`config.mk`:
```
export PLATFORM = sky130hd
export DESIGN_NAME = afb_ctrl
export DESIGN_NICKNAME = d
export VERILOG_FILES = /design/src/rtl/core/afb_pkg.sv /design/src/rtl/core/afb_ctrl.sv
export SDC_FILE = /design/constraint.sdc
export NUM_CORES = 1
export LEC_CHECK = 0
export BUFFER_PORTS_ARGS = -buffer_cell sky130_fd_sc_hd__buf_2
export CORE_ASPECT_RATIO = 1.75
export CORE_MARGIN = 3
export CORE_UTILIZATION = 56
export CTS_CLUSTER_DIAMETER = 40
export CTS_CLUSTER_SIZE = 12
export DETAILED_ROUTE_END_ITERATION = 6
export HOLD_SLACK_MARGIN = 0.08
export PLACE_DENSITY = 0.77
export SLEW_MARGIN = 40
export SYNTH_ARGS = -nofsm -noshare
export SYNTH_HDL_FRONTEND = slang
export SYNTH_SLANG_ARGS = --single-unit
```
`constraint.sdc`:
```
create_clock -name i_clk -period 5.8 [get_ports i_clk]
set_clock_uncertainty 0.15 [all_clocks]
set_input_delay 1.16 -clock i_clk [delete_from_list [all_inputs] [get_ports i_clk]]
set_output_delay 1.16 -clock i_clk [all_outputs]
set_load 0.005 [all_outputs]
```
`src/rtl/core/afb_pkg.sv`:
```
// Shared constants, types and width helpers for the afterimage frame blend.
package afb_pkg;

    // Default geometry of the plane store.
    localparam int MAX_FRAME_PIXELS_DEF = 76800;
    localparam int PLANE_COUNT_DEF      = 32;
    localparam int PLANE_STRIDE_DEF     = 8;

    // Number of planes summed for every pixel.
    localparam int N_TERMS = 4;

    // Pixel and quarter-intensity pixel widths.
    localparam int PIX_W  = 24;
    localparam int QCH_W  = 6;
    localparam int QPIX_W = 3 * QCH_W;

    // Frame length register.
    localparam int                ACTIVE_W     = 17;
    localparam logic [ACTIVE_W-1:0] ACTIVE_RESET = 17'd76800;

    typedef logic [PIX_W-1:0]  t_pixel;
    typedef logic [QPIX_W-1:0] t_qpix;

    // Address width of one plane; never below one bit.
    function automatic int pos_width(input int depth);
        return (depth > 1) ? $clog2(depth) : 1;
    endfunction

endpackage

```
`src/rtl/core/afb_ctrl.sv`:
```
// Frame position and plane counters, frame length register and store clearing pass.
module afb_ctrl #(
    parameter int MAX_FRAME_PIXELS = afb_pkg::MAX_FRAME_PIXELS_DEF,
    parameter int PLANE_COUNT      = afb_pkg::PLANE_COUNT_DEF,
    parameter int PLANE_STRIDE     = afb_pkg::PLANE_STRIDE_DEF
) (
    input  logic                                            i_clk,
    input  logic                                            i_rst_n,
    input  logic                                            i_cfg_we,
    input  logic [afb_pkg::ACTIVE_W-1:0]                    i_cfg_wdata,
    input  logic                                            i_accept,
    output logic                                            o_clearing,
    output logic [afb_pkg::pos_width(MAX_FRAME_PIXELS)-1:0] o_clr_addr,
    output logic [afb_pkg::pos_width(MAX_FRAME_PIXELS)-1:0] o_pos,
    output logic [$clog2(PLANE_COUNT)-1:0]                  o_plane,
    output logic [afb_pkg::N_TERMS-1:0][$clog2(PLANE_COUNT)-1:0] o_terms
);
    import afb_pkg::*;

    localparam int PosW   = pos_width(MAX_FRAME_PIXELS);
    localparam int PlaneW = $clog2(PLANE_COUNT);
    localparam int CmpW   = (ACTIVE_W > PosW + 1) ? ACTIVE_W : PosW + 1;

    logic [ACTIVE_W-1:0] r_active_pixels;
    logic [PosW-1:0]     r_pos;
    logic [PosW-1:0]     n_pos;
    logic [PlaneW-1:0]   r_plane;
    logic [PlaneW-1:0]   n_plane;
    logic [PlaneW-1:0]   r_terms      [N_TERMS];
    logic [PlaneW-1:0]   n_terms      [N_TERMS];
    logic [PlaneW-1:0]   w_term_init  [N_TERMS];
    logic                r_clearing;
    logic [PosW-1:0]     r_clr_addr;

    logic [CmpW-1:0] w_act;
    logic [CmpW-1:0] w_len;
    logic [CmpW-1:0] w_next_pos;
    logic            w_wrap;
    logic            w_plane_last;
    logic            w_base_wrap;

    // Plane offsets right after the base plane returns to zero.
    for (genvar k = 0; k < N_TERMS; k++) begin : g_init
        localparam int TermInit = (k * PLANE_STRIDE) % PLANE_COUNT;
        assign w_term_init[k] = PlaneW'(TermInit);
    end

    // Effective frame length: zero acts as one, and the store depth caps it.
    always_comb begin
        w_act = CmpW'(r_active_pixels);
        if (w_act == '0) begin
            w_len = CmpW'(1);
        end else if (w_act > CmpW'(MAX_FRAME_PIXELS)) begin
            w_len = CmpW'(MAX_FRAME_PIXELS);
        end else begin
            w_len = w_act;
        end
        w_next_pos = CmpW'(r_pos) + CmpW'(1);
        w_wrap     = (w_next_pos >= w_len);
    end

    // Next position, plane and summed plane indexes.
    always_comb begin
        w_plane_last = (r_plane == PlaneW'(PLANE_COUNT - 1));
        // The first term is the current plane modulo the stride.
        w_base_wrap  = (32'(r_terms[0]) == 32'(PLANE_STRIDE - 1));
        n_pos        = w_wrap ? '0 : w_next_pos[PosW-1:0];
        n_plane      = w_plane_last ? '0 : r_plane + 1'b1;
        for (int k = 0; k < N_TERMS; k++) begin
            if (w_plane_last || w_base_wrap) begin
                n_terms[k] = w_term_init[k];
            end else if (r_terms[k] == PlaneW'(PLANE_COUNT - 1)) begin
                n_terms[k] = '0;
            end else begin
                n_terms[k] = r_terms[k] + 1'b1;
            end
        end
    end

    // The position advances with every accepted item; plane and terms only when the frame wraps.
    always_ff @(posedge i_clk) begin
        if (!i_rst_n) begin
            r_pos   <= '0;
            r_plane <= '0;
            for (int k = 0; k < N_TERMS; k++) begin
                r_terms[k] <= w_term_init[k];
            end
        end else if (i_accept) begin
            r_pos <= n_pos;
            if (w_wrap) begin
                r_plane <= n_plane;
                for (int k = 0; k < N_TERMS; k++) begin
                    r_terms[k] <= n_terms[k];
                end
            end
        end
    end

    // Frame length register.
    always_ff @(posedge i_clk) begin
        if (!i_rst_n) begin
            r_active_pixels <= ACTIVE_RESET;
        end else if (i_cfg_we) begin
            r_active_pixels <= i_cfg_wdata;
        end
    end

    // Clearing pass: one address of every plane per cycle after reset.
    always_ff @(posedge i_clk) begin
        if (!i_rst_n) begin
            r_clearing <= 1'b1;
            r_clr_addr <= '0;
        end else if (r_clearing) begin
            if (r_clr_addr == PosW'(MAX_FRAME_PIXELS - 1)) begin
                r_clearing <= 1'b0;
            end
            r_clr_addr <= r_clr_addr + 1'b1;
        end
    end

    assign o_clearing = r_clearing;
    assign o_clr_addr = r_clr_addr;
    assign o_pos      = r_pos;
    assign o_plane    = r_plane;
    always_comb begin
        for (int k = 0; k < N_TERMS; k++) begin
            o_terms[k] = r_terms[k];
        end
    end

    // No item may enter while the store is being cleared.
    a_no_accept_clearing: assert property (
        @(posedge i_clk) disable iff (!i_rst_n) r_clearing |-> !i_accept
    ) else $error("item accepted during clearing pass");

    // The plane only changes at the start of a frame.
    a_plane_at_frame_start: assert property (
        @(posedge i_clk) disable iff (!i_rst_n)
        (r_plane != $past(r_plane)) |-> (r_pos == '0)
    ) else $error("plane advanced mid-frame");

    // The base plane never exceeds the current plane.
    a_base_below_plane: assert property (
        @(posedge i_clk) disable iff (!i_rst_n) r_terms[0] <= r_plane
    ) else $error("base plane index out of step with current plane");
endmodule

```
# == Word level (Yosys, flattened, before mapping) ==
# Memory sizes are Yosys's and may differ from the RTL's.
# Cells that the tools add are included.
# totals
register_bits,57
inputBits,21
mem_bits_rw,20
n_memories,1
out_inout_bits,60
word_cells,52
# mem_list
name,depth,word_bits,rd,rd_clocked_by_memory_dff,write_ports,line,text
r_terms,4,5,4,0,4,afb_ctrl.sv:29,logic [PlaneW-1:0] r_terms [N_TERMS];
# classes
eq_ne,7
addsub,7
n_bitwise,4
reduce_logical,3
n_lt_le_gt_ge,2
muxes,23
# ops
operator,n
5-bit two-way mux,13
17-bit two-way mux,3
"5-bit by 1-bit adder with 5-bit output, second input constant",5
"5-bit equality test, second input constant",5
"17-bit by 1-bit adder with 18-bit output, second input constant",1
18-bit greater-or-equal comparator,1
"17-bit by 1-bit adder with 17-bit output, second input constant",1
"17-bit equality test, second input constant",1
"17-bit > comparator, second input constant",1
17-bit logical NOT,1
1-bit two-way mux,7
"5-bit by 3-bit equality test with 1-bit output, second input constant",1
1-bit bitwise OR,4
2-bit AND reduction,1
1-bit logical OR,1

# == Logic depth before layout (Yosys ltp) ==
# depth
depth_word,9
mapped_depth,18
ltp_nobuf,15

# == Least setup slack after synthesis ==
# No wires, ideal clock.
# synth_path
path_type,reg-to-reg
from,reg r_active_pixels[4]
to,mem r_terms[0][0] (netlist name) (enable)
slack_ns,0.763
stages_incl_launch_ff,16
setup_time_ns,0.432
period_less_slack_ns,5.037
t_required_ns,5.218
path_buffers,1
arrival_ns,4.455
path_cell_list,dfxtp_1 or4_1 nor4_1 nor2_1 o21ai_0 nand2_1 nand2_1 buf_2 nand2_1 ha_1 nand4_1 a211oi_2 a2111oi_1 o211a_1 o21a_4 o21ai_0
# synth_lines
item,line,text
start: declaration,afb_ctrl.sv:24,logic [ACTIVE_W-1:0] r_active_pixels;
start signal: assignment,afb_ctrl.sv:104,r_active_pixels <= i_cfg_wdata;
end: declaration,afb_ctrl.sv:29,

==> qor.yml <==
die_x_microns: 72.1
fin_tns_setup_ns: 0
cts_buffers: 9
wl_per_cell_microns: 14.8
synth_top_family_by_area: "simple AND/OR/NAND/NOR gates"
die_area_sq_um: 8770
critPathMaxFanout: 19
worstReg2RegStart: "r_active_pixels[4]"
syn-num-nets: 508
max_freq_ghz: 0.214
critPathKind: "reg2reg"
ios: 81
worstHoldPathType: "reg2reg"
min_path_cells: 2
max_stage_delay_ns: 0.63
worstPathRequired_ns: 5.70
grt_setup_unrepaired: "false"
final_common_cell: "buf_2"
p_leak_nw: 2.17
num_rows: 41
grt_usage: 0.219
synth_fa_ha_area_frac: 0.0848
dp_hpwl_mm: 7.00
insertion_delay_ns: 0.34
synth-simple-area-share: 0.255
ys_types: 55
hold_start: "o_plane[4]"
first_global_vias: 3475
fin_crit_sh: 0.804
place_inst: 606
ir_drop_uv: 232
vias: 3505
synth.ff_latch_count: 77
end_kind: "register"
cts-root-buf: "clkbuf_16"
fin_nets: 581
ys.flop_type: "dfxtp_1"
n_antenna_cell: 0
synth-compound-area-share: 0.0953
startpoint: "r_active_pixels[4]"
cts_setup_buffers: 0
synth_edf_count: 20
clk_pin_slew_ns: 0.05
period_minus_slack_ns: 4.66
drtIter0Drc: 147
finalSetupViolCount: 0
crit_chain: "or4_1 > nor4_1 > nor2_1 > o21ai_0 > nand2_1 > nand2_1 > nand2_1 > ha_1 > a21oi_1 > o21ai_1 > a2111oi_1 > o211a_1 > o21a_4 > or3_1 > nor3b_1"
ant_nets: 0
gp_congestion: 0.891
initial_utilization: 0.583
maxSlewViolCount: 0
synth_mux_area_frac: 0.0471
io_buffers: 80
postSynthCellCount: 458
layout-drive-gt1-share: 0.220
cts-resized-gates: 0
cts_tree: "built"
tightest_slew_ns: 0.795
mostFrequentLayoutCells: "80 x buf_2, 61 x nand2_1, 57 x dfxtp_1"
core_area_sq_um: 7340
grt_pass1_wl_mm: 15.2
status: "completed"
drv_cap: 0
h-tree-depth: 3
fillers: 609
cts_sinks: 77
drc: 0
area_delta_synth_final_pct: 16.8
avgViaCountPerCell: 5.64
hold_viol: 0
wirelength_mm: 9.22
crit_path_frequent_cell: "nand2_1"
synth.avg_cell_area_sq_um: 9.34
grt_overflow: 0
die_h_microns: 122
cp.arrival_ns: 4.57
rr_worst_depth: 15
synth-xor-area-share: 0.0819
syn_area_sq_um: 4280
ys_async_sr_fraction: 0
crit_slowest_cell: "or3_1"
cp-start-kind: "register"
holdBufCountCts: 0
max_slew_margin: 0.470
final_cells: 622
grt_start_max_net_pins: 43
dr.pass1.iters: 4
clockBufferDepth: 2
antenna_found_initial: 0
power.density_nw_per_um2: 239
ys_seq_area_frac: 0.407
yosysWarnings: 0
==> synth_stat cells, types with 2 or more instances <==
cell,n,area (sq um)
a211oi_1,2,15.0
a21boi_0,8,60.1
a21oi_1,13,65.1
a31o_2,2,17.5
a41oi_1,2,17.5
and2_1,7,43.8
and3_1,12,75.1
buf_2,2,10.0
buf_6,2,22.5
clkbuf_1,12,45.0
clkbuf_2,3,15.0
dfxtp_1,57,1140
edfxtp_1,20,601
ha_1,29,363
inv_1,6,22.5
mux2i_1,19,190
nand2_1,61,229
nand3_1,20,100
nand4_1,5,31.3
nand4b_1,4,35.0
nor2_1,31,116
nor2b_1,15,93.8
nor3_1,8,40.0
nor3_2,10,100
nor3b_1,7,52.6
nor4_1,5,31.3
o211ai_1,3,22.5
o21ai_0,18,90.1
o21ai_1,2,10.0
o21bai_1,2,15.0
or2_1,3,18.8
or2_2,2,12.5
or3_1,4,25.0
or4_1,3,22.5
xnor2_1,18,158
xor2_1,22,193
==> final cells by class <==
class	count	area, sq um	share of cell area
clock buffers	12	256	0.0513
clock inverters	4	22.5	0.00451
inverters	7	26.3	0.00526
multi-input cells	354	2430	0.486
flip-flops and latches	77	1740	0.349
well taps	86	108	0.0215
repair buffers	82	415	0.0831
==> power breakdown <==
| part | total, mW | switching (mW) | internal [mW] | leakage [nW] |
|---|---|---|---|---|
| logic | 0.0954 | 0.0539 | 0.0415 | 1.37 |
| registers | 0.581 | 0.0156 | 0.565 | 0.656 |
| clock network | 0.518 | 0.207 | 0.310 | 0.138 |
| total | 1.19 | 0.277 | 0.917 | 2.17 |
==> registers in the layout, indices dropped and copies added, names as in the netlist <==
signal,count
o_pos,17
o_clearing,1
o_clr_addr,17
r_active_pixels,17
r_terms,20
o_plane,5
==> per-stage QoR <==
step                      hold WS [ns]  worst slack, ns   util  area (sq um)  total power [mW]
final                            0.334             1.14  0.681          5000              1.19
after floorplan                  0.321            0.763      -          4280             0.655
after global routing             0.369            0.764  0.681          5000              1.24
after detailed placement         0.328             1.09  0.643          4720             0.688
after global placement           0.316             1.26  0.642          4710             0.684
after CTS                        0.336             1.09  0.681          5000              1.20
==> worst max-delay path, delay by kind of cell (launching register included) <==
family | cells | cell delay [ns]
AO/OA/AOI/OAI | 6 | 1.39
adder cells (fa/ha/maj) | 1 | 0.30
AND/OR/NAND/NOR | 8 | 2.21
flip-flops | 1 | 0.32
==> worst paths after layout <==
| kind | endpoint | slack (ns) |
|---|---|---|
| setup reg to reg | r_terms[2][1] | 1.14 |
| setup / recovery | r_terms[2][1] | 1.14 |
| hold / removal | o_plane[4] | 0.33 |
| hold reg to reg | o_plane[4] | 0.33 |
==> metal layers <==
| layer | routed length (microns) | global-route usage | part of all wire |
|---|---|---|---|
| met1 | 3600 | 0.226 | 0.39 |
| met2 | 4950 | 0.400 | 0.54 |
| met3 | 487 | 0.0628 | 0.053 |
| met4 | 175 | 0.0918 | 0.019 |
| met5 | 0 | 0 | 0 |
==> cell families after synthesis <==
group,after synthesis
adders and majority gates,29
and+or+nand+nor,203
AOI/OAI and AO/OA,62
muxes,20
DFF,77
buffers and inverters,27
xor gates and xnor gates,40
Power figures use the tool's default switching activity.
